### src/rtl/assert_macros.svh
// Assertion macros used by the top-level RTL file of the frame receiver
`ifndef ASSERT_MACROS_SVH
`define ASSERT_MACROS_SVH

// Check a property at every rising edge outside reset
`define ASSERT_ALWAYS(label, clk, rst, prop, msg) \
   label: assert property (@(posedge clk) disable iff (rst) (prop)) else $error(msg);

// Check that a condition implies a consequence in the same cycle
`define ASSERT_IMPLY(label, clk, rst, ante, cons, msg) \
   label: assert property (@(posedge clk) disable iff (rst) (ante) |-> (cons)) \
      else $error(msg);

`endif

### src/rtl/ifrd_pkg.sv
// Types, codes and reset values shared by the frame receiver modules
`default_nettype none

package ifrd_pkg;

   typedef enum logic [2:0] {
      PH_START = 3'd0,
      PH_FLAG  = 3'd1,
      PH_ADDR  = 3'd2,
      PH_CTRL  = 3'd3,
      PH_DATA  = 3'd4,
      PH_ESC   = 3'd5
   } phase_type;

   typedef enum logic [1:0] {
      ST_NEW       = 2'd0,
      ST_DUPLICATE = 2'd1,
      ST_CHECK_ERR = 2'd2,
      ST_ABORT     = 2'd3
   } status_type;

   typedef enum logic [1:0] {
      RP_NONE = 2'd0,
      RP_RR   = 2'd1,
      RP_REJ  = 2'd2
   } reply_code_type;

   typedef enum logic {
      KIND_PAYLOAD = 1'b0,
      KIND_REPORT  = 1'b1
   } kind_type;

   typedef enum logic [2:0] {
      REG_FLAG     = 3'd0,
      REG_ESCAPE   = 3'd1,
      REG_ESC_FLAG = 3'd2,
      REG_ESC_ESC  = 3'd3,
      REG_ADDRESS  = 3'd4,
      REG_CTRL0    = 3'd5,
      REG_CTRL1    = 3'd6
   } reg_index_type;

   localparam logic [7:0] FLAG_RESET     = 8'h7E;
   localparam logic [7:0] ESCAPE_RESET   = 8'h7D;
   localparam logic [7:0] ESC_FLAG_RESET = 8'h5E;
   localparam logic [7:0] ESC_ESC_RESET  = 8'h5D;
   localparam logic [7:0] ADDRESS_RESET  = 8'h03;
   localparam logic [7:0] CTRL0_RESET    = 8'h00;
   localparam logic [7:0] CTRL1_RESET    = 8'h40;

   localparam int        CSR_ADDR_W = 5;
   localparam logic [15:0] COUNT_MAX  = 16'hFFFF;

   typedef struct packed {
      logic [7:0] flag_byte;
      logic [7:0] escape_byte;
      logic [7:0] escaped_flag_code;
      logic [7:0] escaped_escape_code;
      logic [7:0] address_byte;
      logic [7:0] control_seq0;
      logic [7:0] control_seq1;
   } cfg_type;

   typedef struct packed {
      kind_type       out_kind;
      logic [15:0]    payload_length;
      logic           reply_seq;
      reply_code_type reply_type;
      status_type     frame_status;
      logic [7:0]     payload_byte;
   } rsp_word_type;

endpackage

`default_nettype wire

### src/rtl/info_frame_receiver_destuff.sv
// Top level of the byte-stuffed information frame receiver
//
//   channel | direction | ports         | carries
//   --------+-----------+---------------+-----------------------------------
//   req     | in        | req_t*        | one raw line byte per word
//   rsp     | out       | rsp_t*        | payload byte or end-of-frame report
//   csr     | in/out    | csr_p*        | seven 8-bit registers at 4*i
//
// One word is taken per cycle while req_tready is high; the single parser step
// registers any result in the output register, or the skid stage on a stall.
// A skid stage holds one more result, so req_tready drops only when both the
// output register and the skid stage are full under a stalled rsp_tready.
// Reset is synchronous and returns the parser to waiting for a flag with
// registers at their defaults; no clearing pass is needed.
`default_nettype none
`include "assert_macros.svh"

module info_frame_receiver_destuff
   import ifrd_pkg::*;
(
   input  wire logic                  clock,
   input  wire logic                  reset,
   input  wire logic                  req_tvalid,
   output logic                       req_tready,
   input  wire logic [7:0]            req_tdata,  // [7:0] rx_byte
   output logic                       rsp_tvalid,
   input  wire logic                  rsp_tready,
   // [7:0] payload_byte, [9:8] frame_status, [11:10] reply_type,
   // [12] reply_seq, [28:13] payload_length, [31:29] zero
   output logic [31:0]                rsp_tdata,
   output logic                       rsp_tuser,  // [0] out_kind
   input  wire logic                  csr_psel,
   input  wire logic                  csr_penable,
   input  wire logic                  csr_pwrite,
   input  wire logic [CSR_ADDR_W-1:0] csr_paddr,
   input  wire logic [31:0]           csr_pwdata,
   output logic [31:0]                csr_prdata,
   output logic                       csr_pready
);

   cfg_type      cfg;
   logic         accept;
   logic         push;
   rsp_word_type push_word;
   rsp_word_type out_word;
   logic         skid_full;

   assign accept = req_tvalid & req_tready;

   ifrd_csr u_csr (
      .clock   (clock),
      .reset   (reset),
      .psel    (csr_psel),
      .penable (csr_penable),
      .pwrite  (csr_pwrite),
      .paddr   (csr_paddr),
      .pwdata  (csr_pwdata),
      .prdata  (csr_prdata),
      .pready  (csr_pready),
      .cfg     (cfg)
   );

   ifrd_core u_core (
      .clock   (clock),
      .reset   (reset),
      .accept  (accept),
      .rx_byte (req_tdata),
      .cfg     (cfg),
      .push    (push),
      .word    (push_word)
   );

   ifrd_skid u_skid (
      .clock     (clock),
      .reset     (reset),
      .push      (push),
      .push_word (push_word),
      .in_ready  (req_tready),
      .skid_full (skid_full),
      .out_valid (rsp_tvalid),
      .out_ready (rsp_tready),
      .out_word  (out_word)
   );

   assign rsp_tuser = out_word.out_kind;
   assign rsp_tdata = {3'd0, out_word.payload_length, out_word.reply_seq,
                       out_word.reply_type, out_word.frame_status,
                       out_word.payload_byte};

   `ASSERT_IMPLY(a_skid_behind_out, clock, reset, skid_full, rsp_tvalid,
      "skid stage full while output register empty")
   `ASSERT_IMPLY(a_payload_clean, clock, reset,
      rsp_tvalid && out_word.out_kind == KIND_PAYLOAD,
      out_word.frame_status == ST_NEW && out_word.reply_type == RP_NONE &&
      out_word.payload_length == 16'd0,
      "payload word carries report fields")
   `ASSERT_IMPLY(a_new_frame_rr, clock, reset,
      rsp_tvalid && out_word.out_kind == KIND_REPORT && out_word.frame_status == ST_NEW,
      out_word.reply_type == RP_RR && out_word.payload_length != 16'd0,
      "accepted frame report without RR or length")
   `ASSERT_IMPLY(a_abort_silent, clock, reset,
      rsp_tvalid && out_word.out_kind == KIND_REPORT && out_word.frame_status == ST_ABORT,
      out_word.reply_type == RP_NONE && out_word.reply_seq == 1'b0,
      "abort report carries a reply")

endmodule

`default_nettype wire

### src/rtl/ifrd_csr.sv
// Configuration register file on the APB-style port
`default_nettype none

module ifrd_csr
   import ifrd_pkg::*;
(
   input  wire logic                  clock,
   input  wire logic                  reset,
   input  wire logic                  psel,
   input  wire logic                  penable,
   input  wire logic                  pwrite,
   input  wire logic [CSR_ADDR_W-1:0] paddr,
   input  wire logic [31:0]           pwdata,
   output logic [31:0]                prdata,
   output logic                       pready,
   output cfg_type                    cfg
);

   cfg_type       cfg_ff;
   cfg_type       cfg_in;
   reg_index_type idx;
   logic          wr_en;

   assign pready = 1'b1;
   assign idx    = reg_index_type'(paddr[CSR_ADDR_W-1:2]);
   assign wr_en  = psel & penable & pwrite & pready;

   always_comb begin
      cfg_in = cfg_ff;
      if (wr_en) begin
         case (idx)
            REG_FLAG:     cfg_in.flag_byte           = pwdata[7:0];
            REG_ESCAPE:   cfg_in.escape_byte         = pwdata[7:0];
            REG_ESC_FLAG: cfg_in.escaped_flag_code   = pwdata[7:0];
            REG_ESC_ESC:  cfg_in.escaped_escape_code = pwdata[7:0];
            REG_ADDRESS:  cfg_in.address_byte        = pwdata[7:0];
            REG_CTRL0:    cfg_in.control_seq0        = pwdata[7:0];
            REG_CTRL1:    cfg_in.control_seq1        = pwdata[7:0];
            default:      cfg_in = cfg_ff;
         endcase
      end
   end

   always_comb begin
      case (idx)
         REG_FLAG:     prdata = {24'd0, cfg_ff.flag_byte};
         REG_ESCAPE:   prdata = {24'd0, cfg_ff.escape_byte};
         REG_ESC_FLAG: prdata = {24'd0, cfg_ff.escaped_flag_code};
         REG_ESC_ESC:  prdata = {24'd0, cfg_ff.escaped_escape_code};
         REG_ADDRESS:  prdata = {24'd0, cfg_ff.address_byte};
         REG_CTRL0:    prdata = {24'd0, cfg_ff.control_seq0};
         REG_CTRL1:    prdata = {24'd0, cfg_ff.control_seq1};
         default:      prdata = 32'd0;
      endcase
   end

   always_ff @(posedge clock) begin
      if (reset) begin
         cfg_ff.flag_byte           <= FLAG_RESET;
         cfg_ff.escape_byte         <= ESCAPE_RESET;
         cfg_ff.escaped_flag_code   <= ESC_FLAG_RESET;
         cfg_ff.escaped_escape_code <= ESC_ESC_RESET;
         cfg_ff.address_byte        <= ADDRESS_RESET;
         cfg_ff.control_seq0        <= CTRL0_RESET;
         cfg_ff.control_seq1        <= CTRL1_RESET;
      end else begin
         cfg_ff <= cfg_in;
      end
   end

   assign cfg = cfg_ff;

endmodule

`default_nettype wire

### src/rtl/ifrd_core.sv
// Frame parser: header match, destuffing, data check and sequence tracking
`default_nettype none

module ifrd_core
   import ifrd_pkg::*;
(
   input  wire logic       clock,
   input  wire logic       reset,
   input  wire logic       accept,
   input  wire logic [7:0] rx_byte,
   input  wire cfg_type    cfg,
   output logic            push,
   output rsp_word_type    word
);

   phase_type   phase_ff, phase_in;
   logic        frame_seq_ff, frame_seq_in;
   logic [7:0]  data_xor_ff, data_xor_in;
   logic [7:0]  held_byte_ff, held_byte_in;
   logic        held_valid_ff, held_valid_in;
   logic [15:0] byte_count_ff, byte_count_in;
   logic        expected_seq_ff, expected_seq_in;

   logic        is_flag, is_esc, is_code_flag, is_code_esc;
   logic [7:0]  hdr_check;
   logic        take;
   logic [7:0]  take_byte;

   assign is_flag      = (rx_byte == cfg.flag_byte);
   assign is_esc       = (rx_byte == cfg.escape_byte);
   assign is_code_flag = (rx_byte == cfg.escaped_flag_code);
   assign is_code_esc  = (rx_byte == cfg.escaped_escape_code);
   assign hdr_check    = cfg.address_byte ^
                         (frame_seq_ff ? cfg.control_seq1 : cfg.control_seq0);

   // Next phase
   always_comb begin
      phase_in = phase_ff;
      if (accept) begin
         case (phase_ff)
            PH_FLAG: begin
               if (rx_byte == cfg.address_byte) phase_in = PH_ADDR;
               else if (!is_flag)               phase_in = PH_START;
            end
            PH_ADDR: begin
               if (rx_byte == cfg.control_seq0 || rx_byte == cfg.control_seq1) begin
                  phase_in = PH_CTRL;
               end else if (is_flag) begin
                  phase_in = PH_FLAG;
               end else begin
                  phase_in = PH_START;
               end
            end
            PH_CTRL: begin
               if (rx_byte == hdr_check) phase_in = PH_DATA;
               else if (is_flag)         phase_in = PH_FLAG;
               else                      phase_in = PH_START;
            end
            PH_DATA: begin
               if (is_flag)     phase_in = PH_START;
               else if (is_esc) phase_in = PH_ESC;
            end
            PH_ESC: begin
               if (is_code_flag || is_code_esc) phase_in = PH_DATA;
               else                             phase_in = PH_START;
            end
            default: phase_in = is_flag ? PH_FLAG : PH_START;
         endcase
      end
   end

   // Datapath and result word
   always_comb begin
      frame_seq_in    = frame_seq_ff;
      data_xor_in     = data_xor_ff;
      held_byte_in    = held_byte_ff;
      held_valid_in   = held_valid_ff;
      byte_count_in   = byte_count_ff;
      expected_seq_in = expected_seq_ff;
      push            = 1'b0;
      word            = '0;
      take            = 1'b0;
      take_byte       = rx_byte;

      if (accept) begin
         case (phase_ff)
            PH_ADDR: begin
               if (rx_byte == cfg.control_seq0)      frame_seq_in = 1'b0;
               else if (rx_byte == cfg.control_seq1) frame_seq_in = 1'b1;
            end
            PH_CTRL: begin
               if (rx_byte == hdr_check) begin
                  data_xor_in   = 8'd0;
                  held_byte_in  = 8'd0;
                  held_valid_in = 1'b0;
                  byte_count_in = 16'd0;
               end
            end
            PH_DATA: begin
               if (is_flag) begin
                  push          = 1'b1;
                  word.out_kind = KIND_REPORT;
                  if (byte_count_ff == 16'd0 || data_xor_ff != 8'd0) begin
                     word.frame_status = ST_CHECK_ERR;
                     word.reply_type   = RP_REJ;
                     word.reply_seq    = frame_seq_ff;
                  end else if (frame_seq_ff == expected_seq_ff) begin
                     expected_seq_in     = ~expected_seq_ff;
                     word.frame_status   = ST_NEW;
                     word.reply_type     = RP_RR;
                     word.reply_seq      = ~frame_seq_ff;
                     word.payload_length = byte_count_ff;
                  end else begin
                     word.frame_status = ST_DUPLICATE;
                     word.reply_type   = RP_RR;
                     word.reply_seq    = ~frame_seq_ff;
                  end
               end else if (!is_esc) begin
                  take = 1'b1;
               end
            end
            PH_ESC: begin
               if (is_code_flag) begin
                  take      = 1'b1;
                  take_byte = cfg.flag_byte;
               end else if (is_code_esc) begin
                  take      = 1'b1;
                  take_byte = cfg.escape_byte;
               end else begin
                  push              = 1'b1;
                  word.out_kind     = KIND_REPORT;
                  word.frame_status = ST_ABORT;
               end
            end
            default: ;
         endcase
      end

      // Deliver the held byte, hold the new one back
      if (take) begin
         data_xor_in   = data_xor_ff ^ take_byte;
         held_byte_in  = take_byte;
         held_valid_in = 1'b1;
         if (held_valid_ff) begin
            push              = 1'b1;
            word.out_kind     = KIND_PAYLOAD;
            word.payload_byte = held_byte_ff;
            if (byte_count_ff != COUNT_MAX) byte_count_in = byte_count_ff + 16'd1;
         end
      end
   end

   always_ff @(posedge clock) begin
      if (reset) begin
         phase_ff        <= PH_START;
         frame_seq_ff    <= 1'b0;
         data_xor_ff     <= 8'd0;
         held_valid_ff   <= 1'b0;
         byte_count_ff   <= 16'd0;
         expected_seq_ff <= 1'b0;
      end else begin
         phase_ff        <= phase_in;
         frame_seq_ff    <= frame_seq_in;
         data_xor_ff     <= data_xor_in;
         held_valid_ff   <= held_valid_in;
         byte_count_ff   <= byte_count_in;
         expected_seq_ff <= expected_seq_in;
      end
   end

   always_ff @(posedge clock) begin
      held_byte_ff <= held_byte_in;
   end

endmodule

`default_nettype wire

### src/rtl/ifrd_skid.sv
// Output register with a skid stage between the parser and the result stream
`default_nettype none

module ifrd_skid
   import ifrd_pkg::*;
(
   input  wire logic         clock,
   input  wire logic         reset,
   input  wire logic         push,
   input  wire rsp_word_type push_word,
   output logic              in_ready,
   output logic              skid_full,
   output logic              out_valid,
   input  wire logic         out_ready,
   output rsp_word_type      out_word
);

   logic         out_valid_ff, out_valid_in;
   logic         skid_valid_ff, skid_valid_in;
   rsp_word_type out_word_ff, out_word_in;
   rsp_word_type skid_word_ff, skid_word_in;
   logic         pop;

   assign pop       = out_valid_ff & out_ready;
   assign in_ready  = ~skid_valid_ff;
   assign skid_full = skid_valid_ff;
   assign out_valid = out_valid_ff;
   assign out_word  = out_word_ff;

   always_comb begin
      out_valid_in  = out_valid_ff;
      skid_valid_in = skid_valid_ff;
      out_word_in   = out_word_ff;
      skid_word_in  = skid_word_ff;
      if (!out_valid_ff || pop) begin
         if (skid_valid_ff) begin
            // advance the skid word; no push while it is full
            out_valid_in  = 1'b1;
            out_word_in   = skid_word_ff;
            skid_valid_in = 1'b0;
         end else begin
            out_valid_in = push;
            out_word_in  = push_word;
         end
      end else if (push) begin
         skid_valid_in = 1'b1;
         skid_word_in  = push_word;
      end
   end

   always_ff @(posedge clock) begin
      if (reset) begin
         out_valid_ff  <= 1'b0;
         skid_valid_ff <= 1'b0;
      end else begin
         out_valid_ff  <= out_valid_in;
         skid_valid_ff <= skid_valid_in;
      end
   end

   always_ff @(posedge clock) begin
      out_word_ff  <= out_word_in;
      skid_word_ff <= skid_word_in;
   end

endmodule

`default_nettype wire

### config.mk
export PLATFORM = sky130hd
export DESIGN_NAME = info_frame_receiver_destuff
export DESIGN_NICKNAME = d
export VERILOG_FILES = /design/src/rtl/ifrd_pkg.sv /design/src/rtl/info_frame_receiver_destuff.sv /design/src/rtl/ifrd_csr.sv /design/src/rtl/ifrd_core.sv /design/src/rtl/ifrd_skid.sv
export VERILOG_INCLUDE_DIRS = /design/src /design/src/rtl
export SDC_FILE = /design/constraint.sdc
export NUM_CORES = 1
export LEC_CHECK = 0
export BUFFER_PORTS_ARGS = -buffer_cell sky130_fd_sc_hd__buf_2
export CORE_UTILIZATION = 57
export CTS_CLUSTER_DIAMETER = 50
export DETAILED_ROUTE_END_ITERATION = 16
export GPL_ROUTABILITY_DRIVEN = 1
export GPL_TIMING_DRIVEN = 0
export PLACE_DENSITY = 0.91
export SYNTH_ARGS = -nofsm -noshare
export SYNTH_HDL_FRONTEND = slang
export SYNTH_SLANG_ARGS = --single-unit
### constraint.sdc
create_clock -name clock -period 4.3 [get_ports clock]
set_clock_uncertainty 0.2 [all_clocks]
set_input_delay 0.645 -clock clock [delete_from_list [all_inputs] [get_ports clock]]
set_output_delay 0.645 -clock clock [all_outputs]
set_load 0.05 [all_outputs]
==> Yosys cells after proc, flatten, opt, wreduce, memory -nomap -nowiden <==
Cells that the tools add are included.
{ "totals": {"regBits": 156, "romBits": 0, "ramBits": 0, "latchBits": 0, "out_inout_bits": 68, "mem_count": 0, "input_bits": 52, "wordCells": 150} }
{ "classes": {"bitwise": 11, "n_mul": 0, "reduce_logical": 25, "add_sub_neg": 1, "eq_ne": 23, "magnitude_cmp": 0, "muxes": 62, "n_shift": 0, "n_div": 0} }
{ "ops": {"columns": ["operator", "n"], "rows": [
  ["2-to-1 mux 16 bit", 8],
  ["2-to-1 mux 8 bit", 12],
  ["== test 8 bit", 8],
  ["case mux 8 bit (7 select lines)", 1],
  ["2-to-1 mux 22 bit", 2],
  ["2-to-1 mux 30 bit", 1],
  ["2-to-1 mux 1 bit", 22],
  ["2-to-1 mux 3 bit", 7],
  ["2-to-1 mux 19 bit", 1],
  ["adder 16 x 1 -> 16 bit (second input constant)", 1],
  ["zero test 16 bit", 1],
  ["!= test 16 bit (second input constant)", 1],
  ["AND reduction 2 bit", 8],
  ["bitwise XOR 8 bit", 2],
  ["== test 3 bit (second input constant)", 5],
  ["case mux 3 bit (5 select lines)", 1],
  ["== test 3 x 2 -> 1 bit (second input constant)", 4],
  ["AND reduction 3 bit", 3],
  ["nonzero test 2 bit", 4],
  ["nonzero test 8 bit", 1],
  ["== test 3 x 1 -> 1 bit (second input constant)", 2],
  ["case mux 1 bit (2 select lines)", 3],
  ["2-to-1 mux 5 bit", 1],
  ["inverter 1 bit", 5],
  ["other kinds (11)", 18]
]} }

==> Depth between registers and ports, before layout <==
{ "logic_depth": {"ltp_word": 9, "mapped_depth": 10, "mapped_depth_nobuf": 9} }

==> By module <==
A second synthesis with hierarchy kept.
{ "unflattened": {"hier_cells": 803, "area_unflattened_um2": 8638.3} }
{ "modules_own_cells": {"columns": ["mod", "cells_per_inst", "area_each_um2", "instances", "seq_area_each_um2"], "rows": [
  ["ifrd_core", 386, 3218.1, 1, 840.8],
  ["ifrd_csr", 309, 3000.4, 1, 1121.1],
  ["ifrd_skid", 103, 2387.3, 1, 1841.8],
  ["info_frame_receiver_destuff", 5, 32.5, 1, 0.0]
]} }

==> Worst setup path before layout <==
Ideal clock, no wire load.
{ "synth_path": {"path_type": "input port to flip-flop", "startpoint": "input port req_tdata[4]", "endpoint": "register u_skid.skid_word_ff[0] (netlist bit) (enable)", "stages": 9, "t_required_ps": 3683, "setup_time_ps": 417, "t_arrival_ps": 3365, "slack_ps": 318, "path_buffers": 2, "path_cell_list": "buf_4 xor2_1 nor4_2 nand2_1 a21o_1 a21oi_1 buf_2 nor2_1 nor2_1"} }
{ "synth_via": {"elab_chain_cells": 8, "word_cells_on_any_way": 18, "classes_between": "eq/ne (4); mux (13); reduce/logical (1)"} }
{ "synth_lines": {"columns": ["element", "line_no", "source"], "rows": [
  ["start: declaration", "info_frame_receiver_destuff.sv:25", "input wire logic [7:0] req_tdata,"],
  ["== test 8 bit", "ifrd_core.sv:32", "assign is_code_esc = (rx_byte == cfg.escaped_escape_code);"],
  ["2-to-1 mux 1 bit", "ifrd_core.sv:126", "end else if (is_code_esc) begin"],
  ["2-to-1 mux 1 bit", "ifrd_core.sv:123", "if (is_code_flag) begin"],
  ["case mux 1 bit (2 select lines)", "ifrd_core.sv:86", "case (phase_ff)"],
  ["2-to-1 mux 1 bit", "ifrd_core.sv:85", "if (accept) begin"],
  ["2-to-1 mux 1 bit", "ifrd_core.sv:144", "if (held_valid_ff) begin"],
  ["2-to-1 mux 1 bit *", "ifrd_core.sv:140", "if (take) begin"],
  ["AND reduction 2 bit (no line) *", null, null],
  ["end signal: assignment", "ifrd_skid.sv:63", "skid_word_ff <= skid_word_in;"],
  ["end: declaration", "ifrd_skid.sv:21", "rsp_word_type skid_word_ff, skid_word_in;"]
]} }
Every way passes the cells marked *; elsewhere a longest branch is shown, timed or not.
A chain may end at the register's enable or synchronous reset.

==> Final worst setup path <==
{ "layout_path": {"startpoint": "input port csr_paddr[2]", "endpoint": "output port csr_prdata[6]"} }
{ "layout_via": {"elab_chain_cells": 2, "word_cells_on_any_way": 8, "classes_between": "eq/ne (6); mux (1); reduce/logical (1)"} }
{ "layout_lines": {"columns": ["element", "line_no", "source"], "rows": [
  ["start: declaration", "info_frame_receiver_destuff.sv:35", "input wire logic [CSR_ADDR_W-1:0] csr_paddr,"],
  ["== test 3 bit, or another cell as far along", "ifrd_csr.sv:45", "case (idx)"],
  ["case mux 8 bit (7 select lines) *", "ifrd_csr.sv:45", null],
  ["end: declaration", "info_frame_receiver_destuff.sv:37", "output logic [31:0] csr_prdata,"]
]} }
Marks and branches as above.

==> impl_results.md <==
* RSZ-0062 raised after global routing: no
* DR vias at around 6500
* Max cap viols at 0
* Seq/Total Area, Yosys at 47.90%
* Dpl hpwl at between 10000 and 15000 µm
* GRT Total Usage at 30.28%
* Data required, critical path at roughly 3.5 ns
* R2R setup slack at 0.61 ns
* Starting Density at 59.25%
* HP Class: flop to flop
* Row cnt at between 40 and 50
* Worst skew pair latency at 0.43 ns
* Initial antenna violation count at 0
* Post-CTS sizing at 0
* Area after DPL at 8563 µm²
* 1st-pass router iterations at 6
* Worst path top cell family by delay: buffers and inverters
* Total CTS buffers at 17
* EDFF count, synth at 68
* Hold worst-path end: u_core.held_valid_ff
* WL final at 20800 µm
* Total gr overflow at 0
* Post-route design area at about 9100 µm²
* Syn avg cell area at 10.06 µm²
* Kind of critical path: input pin to primary output
* Number of global-route vias before repair at just over 6000
* Fmax at ~0.25 GHz
* # port buffers at 55
* Die area at 14410 µm²
* Synth unique cells at between 50 and 60
* Slowest-stage cell, CP: clkbuf_1
* Cts hold-fix bufs at 0
* CP dominant cell by count: clkbuf_1
* Register bit total from synthesis at 156
* Synth async-reset ratio at 0%
* Cell Area, Synth at 7940 µm²
* Rel. slew slack at approximately 15%
* Max Root-Sink Buffers at 2
* Fin crit share at 91.29%
* Endpoints failing hold at 0
* Ys flop type: dfxtp_1
* Die height at 120.0 µm
* CP Buf/Inv Count at 4
* # DRC at 0
* Final Util at 68.09%
* Slew @ Worst Pin at 1.268 ns
* Worst Path Max Fanout at 10
* Clock transition at path regs at 0.06 ns
* Number of post-CTS setup repair buffers at 0
* Worst Setup End Kind: primary output
* Routability cong. at 1.011
* Core area at 13400 µm²
* # clock sinks at 156
* Number of routed nets with antenna violations at 0
* First-pass GRT wire length at ~33000 µm
* R2R Path End: u_skid.skid_word_ff[18]
* CTS tree: built
* Run status: completed
* R2R depth at 9
* I/O pins at 120
* Peak VDD IR at about 210 µV
* Worst hold start: u_core.held_valid_ff
* Lkg Pwr at 3.888 nW
* Crit path largest cell delay at 0.56 ns
* Final setup fails at 0
* Synth warn at 0
* Crit-path cells: clkbuf_1 > clkbuf_1 > clkbuf_1 > nor2_1 > a31oi_1 > nor2_1 > a31oi_1 > o21ai_0 > buf_2
* Fin. max-slew vios at 0
* Die W at 120.0 µm
* Wire per inst at 19.29 µm
* CP arrival at 3.08 ns
* Worst hold path depth at 2
* Syn-to-layout area delta at 14.91%
* FF-to-FF Start: u_csr.cfg[30]
* Power density cells at 358.7 nW/µm²
* Clk root buf: clkbuf_16
* Post-synthesis cell count at approximately 800
* Startpoint types: input pin
* Fin nets at 944
* Starting DRT DRC Count at 701
* Via-per-instance ratio at 6.004
* Largest net degree at the start of global routing at 34
* Min Tclk post-route at 3.926 ns
* Share of post-route cells with drive strength above 1 at around 16%
* Ant diodes at 0
* CTS H-tree lvls at 4
==> layout make-up <==
type,instances,area (µm²)
Fill cell,993,4277
Sequential cell,156,3804
Multi-Input combinational cell,575,3781
Clock buffer,20,436.7
Buffer,75,424.2
Timing Repair Buffer,56,302.8
Tap cell,176,220.2
Clock inverter,11,121.4
Inverter,9,33.78
==> power breakdown <==
part	switching [mW]	internal (mW)	total, mW
Combinational	0.197	0.0842	0.281
Sequential	0.00771	1.54	1.55
Clock	0.595	0.848	1.44
Total	0.800	2.47	3.27
==> how the worst max path moves through the flow <==
stage               depth (start not counted)    startpoint                 endpoint
floorplan                                   9  req_tdata[4]   u_skid.skid_word_ff[0]
global placement                            9  req_tdata[5]  u_skid.skid_word_ff[13]
detailed placement                         10  req_tdata[5]  u_skid.skid_word_ff[14]
CTS                                         9  csr_paddr[2]            csr_prdata[6]
global route                                9  csr_paddr[2]            csr_prdata[6]
finish                                      9  csr_paddr[2]            csr_prdata[6]
==> through the flow <==
step | power, mW | setup slack, ns | setup TNS, ns | std cells | hold slack, ns
after floorplan | 1.790 | 0.3182 | 0 | 815 | 0.2258
after global placement | 1.851 | -0.7085 | -21.20 | 1046 | 0.2359
after detailed placement | 1.854 | 0.2105 | 0 | 1047 | 0.2446
after CTS | 3.271 | 0.5001 | 0 | 1078 | 0.2555
after global routing | 3.353 | 0.3323 | 0 | 1078 | 0.2797
final | 3.273 | 0.3744 | 0 | 1078 | 0.2547
==> synth_stat cells (all sizes together), types with 5 or more instances <==
library cell / count / area, µm²
nand2: 76 / 285.3
a21oi: 27 / 135.1
o211ai: 7 / 52.55
mux2: 5 / 56.30
a31oi: 5 / 31.28
nor4: 17 / 118.9
and3: 22 / 137.6
clkbuf: 31 / 116.4
a21o: 33 / 247.7
nor2: 62 / 232.7
nand4: 14 / 87.58
nand3: 26 / 130.1
or2: 6 / 37.53
o21ai: 10 / 50.04
nor3: 11 / 60.06
inv: 9 / 33.78
dfxtp: 88 / 1762
buf: 44 / 307.8
edfxtp: 68 / 2042
a211oi: 8 / 60.06
mux2i: 75 / 750.7
xor2: 40 / 350.3
xnor2: 27 / 236.5
nor2b: 10 / 62.56
nand2b: 8 / 50.05
and2: 12 / 75.07
or3: 7 / 43.79
==> state kept, by name (all words and copies together) (netlist names) <==
signal and flops:
u_csr.cfg 56, u_core.byte_count_ff 16, u_skid.skid_word_ff 30, u_core.data_xor_ff 8
u_skid.out_valid 1, u_core.phase_ff 3, u_core.expected_seq_ff 1, u_core.held_byte_ff 8
u_skid.out_word 30, u_skid.skid_full 1, u_core.frame_seq_ff 1, u_core.held_valid_ff 1
==> cell usage in the layout, fill, tap and decap left out, drive strengths merged, types with 10 or more instances in the layout <==
| cell type | netlist | layout |
|---|---|---|
| a21o | 33 | 33 |
| a21oi | 27 | 27 |
| and2 | 12 | 12 |
| and3 | 22 | 22 |
| buf | 44 | 100 |
| clkbuf | 31 | 51 |
| conb | 2 | 28 |
| dfxtp | 88 | 88 |
| edfxtp | 68 | 68 |
| inv | 9 | 10 |
| mux2i | 75 | 75 |
| nand2 | 76 | 76 |
| nand3 | 26 | 26 |
| nand4 | 14 | 14 |
| nor2 | 62 | 62 |
| nor2b | 10 | 10 |
| nor3 | 11 | 11 |
| nor4 | 17 | 17 |
| o21ai | 10 | 10 |
| xnor2 | 27 | 27 |
| xor2 | 40 | 40 |
==> routing by layer <==
layer	global-route usage, %	routed length (µm)
met1	37.36	8142
met2	49.43	9930
met3	5.418	1680
met4	18.05	1043
met5	0	0
==> kinds of logic after synthesis <==
| logic type | synth area share (%) |
|---|---|
| AND/OR/NAND/NOR | 17.44 |
| flip-flops | 47.90 |
| AO/OA/AOI/OAI | 10.07 |
| buffers and inverters | 5.767 |
| multiplexers | 11.01 |
| XOR/XNOR | 7.391 |
| adder cells (fa/ha/maj) | 0.3151 |
| other | 0.09458 |
==> worst min-delay path, cell delays in order (launching register included) <==
cell	delay (ns)
dfxtp_1	0.31
inv_1	0.05
a21oi_1	0.05
Power figures use the tool's default switching activity.
